**config.mk**
```make
export PLATFORM = sky130hd
export DESIGN_NAME = bpa_node_alu
export DESIGN_NICKNAME = d
export VERILOG_FILES = /design/src/rtl/core/buddy_page_allocator_top_macros.svh /design/src/rtl/core/bpa_pkg.sv /design/src/rtl/core/bpa_node_alu.sv
export SDC_FILE = /design/constraint.sdc
export NUM_CORES = 1
export LEC_CHECK = 0
export ABC_AREA = 1
export BUFFER_PORTS_ARGS = -buffer_cell sky130_fd_sc_hd__buf_2
export CAP_MARGIN = 15
export CORE_ASPECT_RATIO = 0.9
export CORE_MARGIN = 5
export CORE_UTILIZATION = 28
export DETAILED_ROUTE_END_ITERATION = 10
export SLEW_MARGIN = 40
export SYNTH_ARGS = -nofsm -noshare
export SYNTH_HDL_FRONTEND = slang
export SYNTH_SLANG_ARGS = --single-unit
```
**constraint.sdc**
```tcl
create_clock -name vclk -period 4
set_clock_uncertainty 0.2 [all_clocks]
set_input_delay 0.6 -clock vclk [all_inputs]
set_output_delay 0.6 -clock vclk [all_outputs]
set_load 0.1 [all_outputs]
```
**src/rtl/core/buddy_page_allocator_top_macros.svh**
```systemverilog
// assertion macros for the buddy page allocator
`ifndef BUDDY_PAGE_ALLOCATOR_TOP_MACROS_SVH
`define BUDDY_PAGE_ALLOCATOR_TOP_MACROS_SVH

`ifndef SYNTHESIS
`define BPA_ASSERT_IMP(lbl, ante, cons) \
    lbl: assert property (@(posedge i_clk) disable iff (!i_rst_n) (ante) |-> (cons)) \
        else $error("buddy allocator assertion failed");
`define BPA_ASSERT_NXT(lbl, ante, cons) \
    lbl: assert property (@(posedge i_clk) disable iff (!i_rst_n) (ante) |=> (cons)) \
        else $error("buddy allocator assertion failed");
`else
`define BPA_ASSERT_IMP(lbl, ante, cons)
`define BPA_ASSERT_NXT(lbl, ante, cons)
`endif

`endif

```
**src/rtl/core/bpa_pkg.sv**
```systemverilog
package bpa_pkg;

    localparam int CNT_W      = 11;
    localparam int OFS_W      = 10;
    localparam int TOT_W      = 11;
    localparam int ACT_W      = 2;
    localparam int ST_W       = 2;
    localparam int S_DATA_W   = 24;
    localparam int M_DATA_W   = 24;

    localparam logic [CNT_W-1:0] MANAGED_RESET = 11'd1024;

    typedef enum logic [ACT_W-1:0] {
        ACT_ALLOC   = 2'd0,
        ACT_FREE    = 2'd1,
        ACT_REBUILD = 2'd2
    } t_action;

    typedef enum logic [ST_W-1:0] {
        ST_OK       = 2'd0,
        ST_NO_SPACE = 2'd1,
        ST_BAD      = 2'd2
    } t_status;

    typedef enum logic {
        ALU_MERGE = 1'b0,
        ALU_FILL  = 1'b1
    } t_alu_op;

endpackage

```
**src/rtl/core/bpa_node_alu.sv**
```systemverilog
module bpa_node_alu
    import bpa_pkg::*;
#(
    parameter int VAL_W = 11
) (
    input  t_alu_op          i_op,
    input  logic [VAL_W-1:0] i_a,
    input  logic [VAL_W-1:0] i_b,
    input  logic [VAL_W-1:0] i_len,
    output logic [VAL_W-1:0] o_val
);

    function automatic logic [VAL_W-1:0] f_pow2_floor(input logic [VAL_W-1:0] k);
        logic [VAL_W-1:0] r;
        r = '0;
        for (int i = 0; i < VAL_W; i++) begin
            if (k[i]) begin
                r    = '0;
                r[i] = 1'b1;
            end
        end
        return r;
    endfunction

    logic [VAL_W-1:0] end_page;

    assign end_page = i_b + i_len;

    always_comb begin
        case (i_op)
            ALU_MERGE: begin
                // both buddies wholly free merge into the parent block
                if (i_a == i_len && i_b == i_len) begin
                    o_val = i_len << 1;
                end else begin
                    o_val = (i_a > i_b) ? i_a : i_b;
                end
            end
            ALU_FILL: begin
                // a = usable pages, b = block start, len = block size
                if (i_a >= end_page) begin
                    o_val = i_len;
                end else if (i_a <= i_b) begin
                    o_val = '0;
                end else begin
                    o_val = f_pow2_floor(i_a - i_b);
                end
            end
            default: begin
                o_val = '0;
            end
        endcase
    end

endmodule
```
* Word-level counts from Yosys, hierarchy flattened
Cells that the tools add are included.
Widths: inputs -> output; s select.
** Cells by class
- Reductions and logical operators :: 1
- Multiplexer cells :: 16
- Eq/ne operators :: 2
- Bitwise logic cells :: 1
- $mul :: 0
- Div/mod/pow operators :: 0
- $add $sub $neg :: 2
- $lt $le $gt $ge :: 3
- Shift-type cells :: 0
** Operators with widths (number)
- $mux 11 :: 14
- $eq 11x11->1 :: 2
- $pmux 11 s2 :: 1
- $add 11x11->11 :: 1
- $ge 11x11->1 :: 1
- $gt 11x11->1 :: 1
- $le 11x11->1 :: 1
- $sub 11x11->11 :: 1
- $logic_and 1x1->1 :: 1
- $mux 1 :: 1
- $not 1->1 :: 1
** Word-level totals
- Output and inout bits :: 11
- RAM bits :: 0
- Latch bits :: 0
- Logic and storage cells :: 25
- Register bits :: 0
- Input bits :: 34
- Bits in read-only memories :: 0
- Memories kept :: 0

* Depth between registers and ports, before layout
Gate-level depths: netlist of the first run.
- Depth in word-level cells :: 15
- Depth in mapped cells :: 18
- Mapped depth without buffers :: 18

* Least setup slack after synthesis of the first run
OpenSTA, ideal clock, no wires.
- Path kind :: input to output
- Start point :: in i_b[0]
- End point :: out o_val[9]
- Arrival :: 3.462 ns
- Data required time :: 3.200 ns
- Stages on the path :: 16
- Slack :: -0.262 ns
- Cell sequence :: ha_1 -> inv_1 -> fa_1 -> inv_1 -> a21oi_1 -> nor2_1 -> nor2_1 -> xor2_1 -> ha_1 -> a21oi_1 -> o21a_1 -> nand4_1 -> clkbuf_1 -> a21oi_1 -> nand2_1 -> nand2_1
** Between the ends
- Word-level cells in the longest chain between the ends :: 13
** RTL lines
- start, declared :: RTL line bpa_node_alu.sv:8 : input logic [VAL_W-1:0] i_b,
- $sub 11x11->11 :: RTL line bpa_node_alu.sv:46 : o_val = f_pow2_floor(i_a - i_b);
- $mux 11 (9 in series) :: RTL line bpa_node_alu.sv:17 : if (k[i]) begin
- $mux 11 :: RTL line bpa_node_alu.sv:43 : end else if (i_a <= i_b) begin
- $mux 11 :: RTL line bpa_node_alu.sv:41 : if (i_a >= end_page) begin
- $pmux 11 s2 (*) :: RTL line bpa_node_alu.sv:30 : case (i_op)
- end, declared :: RTL line bpa_node_alu.sv:10 : output logic [VAL_W-1:0] o_val
Mark *: on every way between the ends. The rest lies on a longest branch, timed or not.

* Final worst setup path of the first run
- Start point :: in i_len[0]
- End point :: out o_val[6]
** Between the ends
- Word-level cells in the longest chain between the ends :: 4
** RTL lines
- start, declared :: RTL line bpa_node_alu.sv:9 : input logic [VAL_W-1:0] i_len,
- $add 11x11->11 or $eq 11x11->1 (tied branches) :: RTL line bpa_node_alu.sv:27, bpa_node_alu.sv:33
- $ge 11x11->1 or $logic_and 1x1->1 (tied branches) :: RTL line bpa_node_alu.sv:41, bpa_node_alu.sv:33
- $mux 11 (on tied branches) :: RTL line bpa_node_alu.sv:41, bpa_node_alu.sv:33
- $pmux 11 s2 (*) :: RTL line bpa_node_alu.sv:30
Marks and branches as above.

==> impl_metrics.csv, run 1 <==
group,metric,value,unit
outcome,outcome,"complete, but fails checks",
outcome,violations,"negative setup slack",
routing,remaining_drc_errors,0,
routing,num_vias,3088,
global_routing,grt_usage,0.159,
logic_synthesis,yosys.area.top_type,"nand2_1",
logic_synthesis,synth_top_cell_area_share,0.237,
logic_synthesis,ys_top_cells_by_area,"nand2_1, ha_1, inv_1",
routing,wl_per_cell,14.0,um
finish,nNetsFinal,592,
floorplan,die_area,10300,um^2
timing,maxSlewViolCount,0,
timing,min_period,4100,ps
timing,setup-violations-final,11,
pwr,seqPwrFrac,0,
routing,via_per_inst,4.97,
finish,drive_above_1_share,0.335,
critical_path,path_max_fanout,5,
finish,seq_cells,0,
pwr,p_int,0.334,mW
timing,fmax,244,MHz
logic_synthesis,netlist_area,2340,um^2
logic_synthesis,syn-num-nets,507,
routing,ant_nets,0,
finish,area_growth,51.0,%
pwr,irDropWorstVdd,110,uV
critical_path,worstSetupStartpointType,"input port",
placement,gp_congestion,0.937,
logic_synthesis,yosysUniqueCellTypes,31,
finish,seqCellArea,0,um^2
timing,slew-limit-headroom,0.628,
global_routing,grt_pass1_vias,3034,
logic_synthesis,netlist_instances,439,
floorplan,die_h,96.7,um
global_routing,grt_pass1_wl,13900,um
finish,utilization,0.436,
global_routing,antenna_found_initial,0,
timing,setup_ws,-103,ps
timing,rsz0062_at_grt,"true",
pwr,powerDensity,248,nW/um^2
timing,final.period_utilization,1.03,
pwr,p_sw,0.542,mW
timing,hold_violations,0,
run,maxCapViolCount,0,
placement,port_buffers,45,
pwr,power,0.876,mW
routing,dr_wl_met3,486,um
pwr,swShare,0.619,
pwr,clock_power_share,0,
routing,drt_iter0_markers,122,
logic_synthesis,yosysMostFrequentCell,"nand2_1",
floorplan,placementRows,31,
pwr,p_leak,1.84,nW
timing,tightest_slew,556,ps
floorplan,ioPinCount,45,
critical_path,worst_ep_required_time,3200,ps
placement,hpwl,7250,um
global_routing,overflow,0,
floorplan,fp.coreArea,8110,um^2
global_routing,grt_start_max_net_pins,24,
timing,holdWs,1450,ps
floorplan,start_util,0.289,
routing,wl_met1,3850,um
critical_path,critPathKind,"in2out",
routing,wl,8660,um
hold_path,hold_class,"in2out",
routing,route.met2.wl,4200,um
finish,final_cell_count_no_fill,621,
floorplan,die_w,106,um
finish,clock_buffers,0,
pwr,p_comb_frac,1.000,
logic_synthesis,ys_seq_area_frac,0,
finish,n_antenna_cell,0,
routing,first_pass_iters,5,
routing,dr.max_layer_used,"met4",
logic_synthesis,synth_common_cells,"nand2_1, inv_1, nor2_1",
critical_path,end_kind,"primary output",
logic_synthesis,yosysWarnings,0,
critical_path,crit_arrival,3300,ps
logic_synthesis,synth.avg_cell_area,5.33,um^2
placement,dp_cells,611,
==> metrics by stage <==
stage                     setup TNS [ps]  instance area (um^2)  setup WS, ps
after detailed placement           -3620                  3130          -364
after global routing               -2230                  3530          -238
after CTS                          -12.0                  3320         -9.44
final                               -663                  3530          -103
after global placement             -2980                  3130          -310
after floorplan                    -13.5                  2410         -13.5
==> critical path, cell delays in order <==
cell and delay [ps]:
buf_8 80, ha_4 130, inv_2 40, fa_2 380
inv_2 100, a21oi_2 70, nor2_1 140, nor2_1 70
xor2_1 140, ha_1 320, a21oi_2 130, o21a_1 140
nand4_1 110, buf_6 150, nor2_4 180, nand3_2 120
nand2_2 90, nand2_2 60, nand2_4 80, buf_12 170
==> metal layers <==
layer	vias up	GRT usage
met5	-	0
met4	0	0.0189
met3	12	0.00732
met2	81	0.283
met1	1407	0.218
li1	1588	-
==> repair_timing <==
item / CTS / global route
resized for setup: 36 / 48
pin swaps: 13 / 37
hold buffers: 0 / 0
buffers inserted: 4 / 5
cloned: 1 / 0
setup endpoints to repair: 11 / 11
==> worst paths after layout <==
| check | start | end | slack [ps] | cells after the start |
|---|---|---|---|---|
| min | i_len[2] | o_val[3] | 1450 | 4 |
| max | i_len[0] | o_val[6] | -100 | 20 |
==> power by group through the flow <==
stage               sequential [mW]  combinational [mW]  clock (mW)
floorplan                         0               0.517           0
global placement                  0               0.755           0
CTS                               0               0.808           0
detailed placement                0               0.762           0
finish                            0               0.876           0
global route                      0               0.945           0
==> cell usage in the layout (no fill, tap or decap), types with 4 or more instances in the layout <==
cell type  instances
nand3_2           10
a21oi_4            5
a21oi_1           19
nand3_1           30
nand2_2           22
nand2_4           11
nor2_1            47
xor2_1            10
nand2_1          122
o21ai_2           11
a21oi_2            5
xnor2_1            4
nand4_1           11
inv_1             59
ha_4               6
buf_12            11
buf_4             41
ha_1              26
buf_2             29
==> layout make-up <==
cell class	instances	area, um^2
repair buffers	87	752
well taps	99	124
multi-input cells	371	2410
inverters	64	245
fillers	811	4570
==> cell families (layout without fill, tap and decap cells) <==
group	after synthesis	after routing	share of synthesized area
buffers and inverters	69	151	0.122
AOI/OAI and AO/OA	53	53	0.144
xor gates and xnor gates	14	14	0.0524
and+or+nand+nor	269	270	0.493
adders and majority gates	34	34	0.188
Power figures use the tool's default switching activity.
==> inputs of run 2 (changes only) <==
==> constraint.sdc (replaced) <==
create_clock -name vclk -period 4
set_clock_uncertainty 0.2 [all_clocks]
set_input_delay 0.8 -clock vclk [all_inputs]
set_output_delay 0.8 -clock vclk [all_outputs]
set_load 0.1 [all_outputs]
==> run 2 against run 1 <==
  * The run still ends with negative setup slack left
  * Final area rose by 5.8%
  * Combinational power rose by 5.7%
  * Maximum frequency down 9.4%
  * Count of clock-buffer cells in the layout is the same
  * Total power grew 5.6%
  * Utilization grew 2.5 points
  * Critical path depth is the same
  * Critical path type unchanged
  * Largest cell class unchanged
  * Highest routed layer unchanged
==> impl_metrics.csv, run 2 (synthesis results as in run 1) <==
group,metric,value,unit
routing,wl,9060,um
finish,n_antenna_cell,0,
hold_path,worstHoldPathCells,4,
timing,slew-limit-headroom,0.608,
run,maxCapViolCount,0,
hold_path,holdPathEnd,"o_val[8]",
critical_path,path_max_fanout,5,
critical_path,worst_ep_required_time,3000,ps
finish,multiInputGateArea,2500,um^2
floorplan,die_area,10300,um^2
pwr,p_leak,1.93,nW
routing,drt_iter0_markers,165,
routing,via_per_inst,4.83,
timing,tns,-5170,ps
floorplan,placementRows,31,
hold_path,holdCritStartpoint,"i_op",
global_routing,overflow,0,
critical_path,end_kind,"primary output",
floorplan,start_util,0.289,
timing,hold_violations,0,
pwr,power,0.926,mW
finish,fin_area,3740,um^2
global_routing,grt_start_max_net_pins,21,
finish,layout_common_cells,"nand2_1, inv_1, buf_4",
finish,utilization,0.461,
placement,gp_congestion,0.909,
timing,setup-violations-final,11,
finish,area_growth,59.8,%
global_routing,grt_usage,0.173,
pwr,powerDensity,248,nW/um^2
timing,min_period,4530,ps
outcome,outcome,"complete, but fails checks",
timing,tightest_slew,582,ps
routing,first_pass_iters,5,
finish,clock_buffers,0,
hold_path,hold_class,"in2out",
placement,hpwl,7700,um
floorplan,die_w,106,um
finish,seq_cells,0,
routing,wl_per_cell,14.3,um
floorplan,die_h,96.7,um
floorplan,ioPinCount,45,
timing,fmax,221,MHz
critical_path,crit_arrival,3530,ps
critical_path,worstSetupStartpointType,"input port",
pwr,irDropWorstVdd,112,uV
timing,final.period_utilization,1.13,
floorplan,fp.coreArea,8110,um^2
routing,remaining_drc_errors,0,
global_routing,grt_pass1_wl,14900,um
global_routing,antenna_found_initial,0,
timing,rsz0062_at_grt,"true",
placement,port_buffers,45,
timing,setup_ws,-528,ps
global_routing,grt_pass1_vias,3054,
routing,ant_nets,0,
outcome,violations,"negative setup slack",
finish,seqCellArea,0,um^2
timing,holdWs,1960,ps
finish,drive_above_1_share,0.350,
finish,nNetsFinal,605,
placement,placed_area,3440,um^2
finish,mostFrequentLayoutCell,"nand2_1",
finish,fill_cells,818,
routing,num_vias,3062,
timing,maxSlewViolCount,0,
critical_path,critPathKind,"in2out",
run 2: worst max-delay path, cell delays in order:
cell and delay (ps):
buf_8 80, ha_4 130, inv_2 30, fa_2 380
inv_2 90, a21oi_2 60, nor2_1 130, nor2_1 70
xor2_1 140, ha_1 330, a21oi_1 140, o21a_1 120
nand4_1 100, buf_6 160, nor2_4 220, nand3_2 120
nand2_2 110, nand2_4 70, nand2_8 70, buf_12 170
run 2: layer usage:
layer	track usage	wire length (um)
met1	0.249	4330
met2	0.295	4200
met3	0.00799	435
met4	0.0159	87
met5	0	0
run 2: how the worst max path moves through the flow:
stage	startpoint	end	cells after the start
3_5_place_dp	i_len[4]	o_val[6]	18
4_1_cts	i_len[0]	o_val[6]	20
3_3_place_gp	i_len[7]	o_val[8]	17
2_1_floorplan	i_b[0]	o_val[5]	17
6_report	i_len[0]	o_val[8]	20
5_1_grt	i_len[2]	o_val[8]	21
run 2: final cells by class:
| type | count | area share |
|---|---|---|
| Multi-Input combinational cell | 371 | 0.670 |
| Timing Repair Buffer | 100 | 0.232 |
| Inverter | 64 | 0.0649 |
| Tap cell | 99 | 0.0331 |
run 2: what timing repair did:
| item | in CTS | in global routing |
|---|---|---|
| pin swaps | 31 | 25 |
| hold buffers | 0 | 0 |
| gates resized for setup | 34 | 23 |
| gates cloned | 2 | 0 |
| setup buffers | 7 | 1 |
| setup endpoints to repair | 11 | 11 |
run 2: where the power goes:
group	total [mW]	internal (mW)	switching (mW)
Combinational	0.926	0.363	0.563
Clock	0	0	0
Sequential	0	0	0
Total	0.926	0.363	0.563
run 2: per-stage QoR:
step	setup slack (ps)	instances
after floorplan	-109	439
after global placement	-589	624
after detailed placement	-660	624
after CTS	-480	633
after global routing	-692	634
final	-528	634
==> inputs of run 3 (changes only) <==
--- a/config.mk
+++ b/config.mk
@@ -10,8 +10,9 @@
 export CAP_MARGIN = 15
 export CORE_ASPECT_RATIO = 0.9
 export CORE_MARGIN = 5
-export CORE_UTILIZATION = 28
+export CORE_UTILIZATION = 50
 export DETAILED_ROUTE_END_ITERATION = 10
+export PLACE_DENSITY = 0.73
 export SLEW_MARGIN = 40
 export SYNTH_ARGS = -nofsm -noshare
 export SYNTH_HDL_FRONTEND = slang
==> run 3 against run 2 <==
  * The flow still finishes with violations (negative setup slack)
  * Flip-flop and latch count unchanged
  * Die area decreased by 40%
  * Routed wire length increased by 13%
  * Hold slack got worse by 3.5 ps
  * Critical endpoint is now o_val[5]
  * Cell count decreased by 5.5%
==> impl_metrics.csv, run 3 (synthesis results as in run 1) <==
group,metric,value,unit
finish,utilization,0.834,
critical_path,crit_slowest_cell,"fa_2",
critical_path,cp.buffers_inverters,5,
routing,ant_nets,0,
timing,final.period_utilization,1.14,
critical_path,path_max_fanout,5,
critical_path,critPathKind,"in2out",
pwr,p_leak,1.93,nW
timing,slew-limit-headroom,0.557,
global_routing,grt_start_max_net_pins,13,
critical_path,setup.worst_path.end,"o_val[5]",
finish,mostFrequentLayoutCell,"nand2_1",
routing,wl_per_cell,17.1,um
finish,area_growth,60.0,%
timing,holdWs,1960,ps
placement,hpwl,7430,um
floorplan,die_h,74.9,um
critical_path,critPathTopFamily,"adder cells",
outcome,violations,"negative setup slack",
finish,seq_cells,0,
finish,drive_above_1_share,0.361,
pwr,powerDensity,259,nW/um^2
hold_path,holdCritStartpoint,"i_len[10]",
routing,num_vias,3421,
critical_path,cp_cell_sequence,"buf_8, ha_4, inv_2, fa_2, buf_4, xor2_1, ha_1, a21oi_1, o21ai_0, nand3b_1, nand4_1, buf_6, nor2_4, nand3_2, nand2_1, nand2_2, nand2_8, buf_12",
timing,setup-violations-final,11,
finish,n_antenna_cell,0,
global_routing,grt_pass1_wl,15600,um
floorplan,start_util,0.521,
finish,seqCellArea,0,um^2
floorplan,placementRows,23,
timing,min_period,4570,ps
global_routing,antenna_found_initial,0,
finish,nNetsFinal,607,
floorplan,die_w,82.1,um
routing,route.met2.wl,4840,um
timing,hold_violations,0,
routing,via_per_inst,5.71,
timing,tightest_slew,657,ps
run,maxCapViolCount,0,
critical_path,end_kind,"primary output",
routing,remaining_drc_errors,0,
routing,dr_wl_met3,912,um
finish,layout_common_cells,"nand2_1, inv_1, buf_4",
hold_path,hold_class,"in2out",
timing,setup_ws,-568,ps
routing,drt_iter0_markers,259,
placement,post-place-ws,-661,ps
global_routing,grt_usage,0.329,
routing,first_pass_iters,5,
timing,maxSlewViolCount,0,
routing,dr.max_layer_used,"met4",
critical_path,setup.worst_path.start,"i_b[0]",
floorplan,ioPinCount,45,
routing,wl_met1,4100,um
outcome,outcome,"complete, but fails checks",
critical_path,worst_ep_required_time,3000,ps
routing,wl,10300,um
floorplan,die_area,6150,um^2
critical_path,worstSetupStartpointType,"input port",
finish,clock_buffers,0,
floorplan,fp.coreArea,4490,um^2
critical_path,cp.depth,18,
critical_path,crit_arrival,3570,ps
placement,gp_congestion,0.965,
global_routing,overflow,0,
pwr,irDropWorstVdd,181,uV
critical_path,cpPeakStageDelay,400,ps
timing,rsz0062_at_grt,"true",
global_routing,grt_pass1_vias,3227,
placement,port_buffers,45,
timing,fmax,219,MHz
## run 3: cell types whose count changed in the layout (fill, tap and decap cells not counted), sizes merged
cell | previous run | this run
buf | 100 | 102
## run 3: cell type report
class                      instances  area [um^2]
fill                             300          746
inverter                          64          245
multi-input combinational        371         2540
tap                               62         77.6
timing repair buffer             102          883
## run 3: power breakdown
group / internal [mW] / switching (mW)
Sequential: 0 / 0
Clock: 0 / 0
Combinational: 0.373 / 0.596
## run 3: per-layer routing
metal | vias to the layer above | global-route usage
met5 | - | 0
met4 | 0 | 0.0775
met3 | 41 | 0.0347
met2 | 207 | 0.585
met1 | 1555 | 0.428
li1 | 1618 | -
## run 3: worst min path at each step
stage	end	cells past startpoint
after global routing	o_val[10]	4
after global placement	o_val[10]	4
final	o_val[10]	4
after floorplan	o_val[9]	2
after CTS	o_val[10]	4
after detailed placement	o_val[10]	4
## run 3: through the flow
step                      area (um^2)  setup TNS, ps  power [mW]  instances
final                            3740          -5640       0.970        599
after global routing             3740          -7270        1.03        599
after CTS                        3670          -3670       0.904        598
after detailed placement         3430          -6670       0.851        594
after global placement           3430          -5650       0.833        594
after floorplan                  2620          -1050       0.573        439
## run 3: repair_timing
item                       CTS  global route
setup buffers                3             1
setup endpoints to repair   11            11
gates resized for setup     48            20
hold buffers                 0             0
gates cloned                 1             0
pin swaps                   23            27
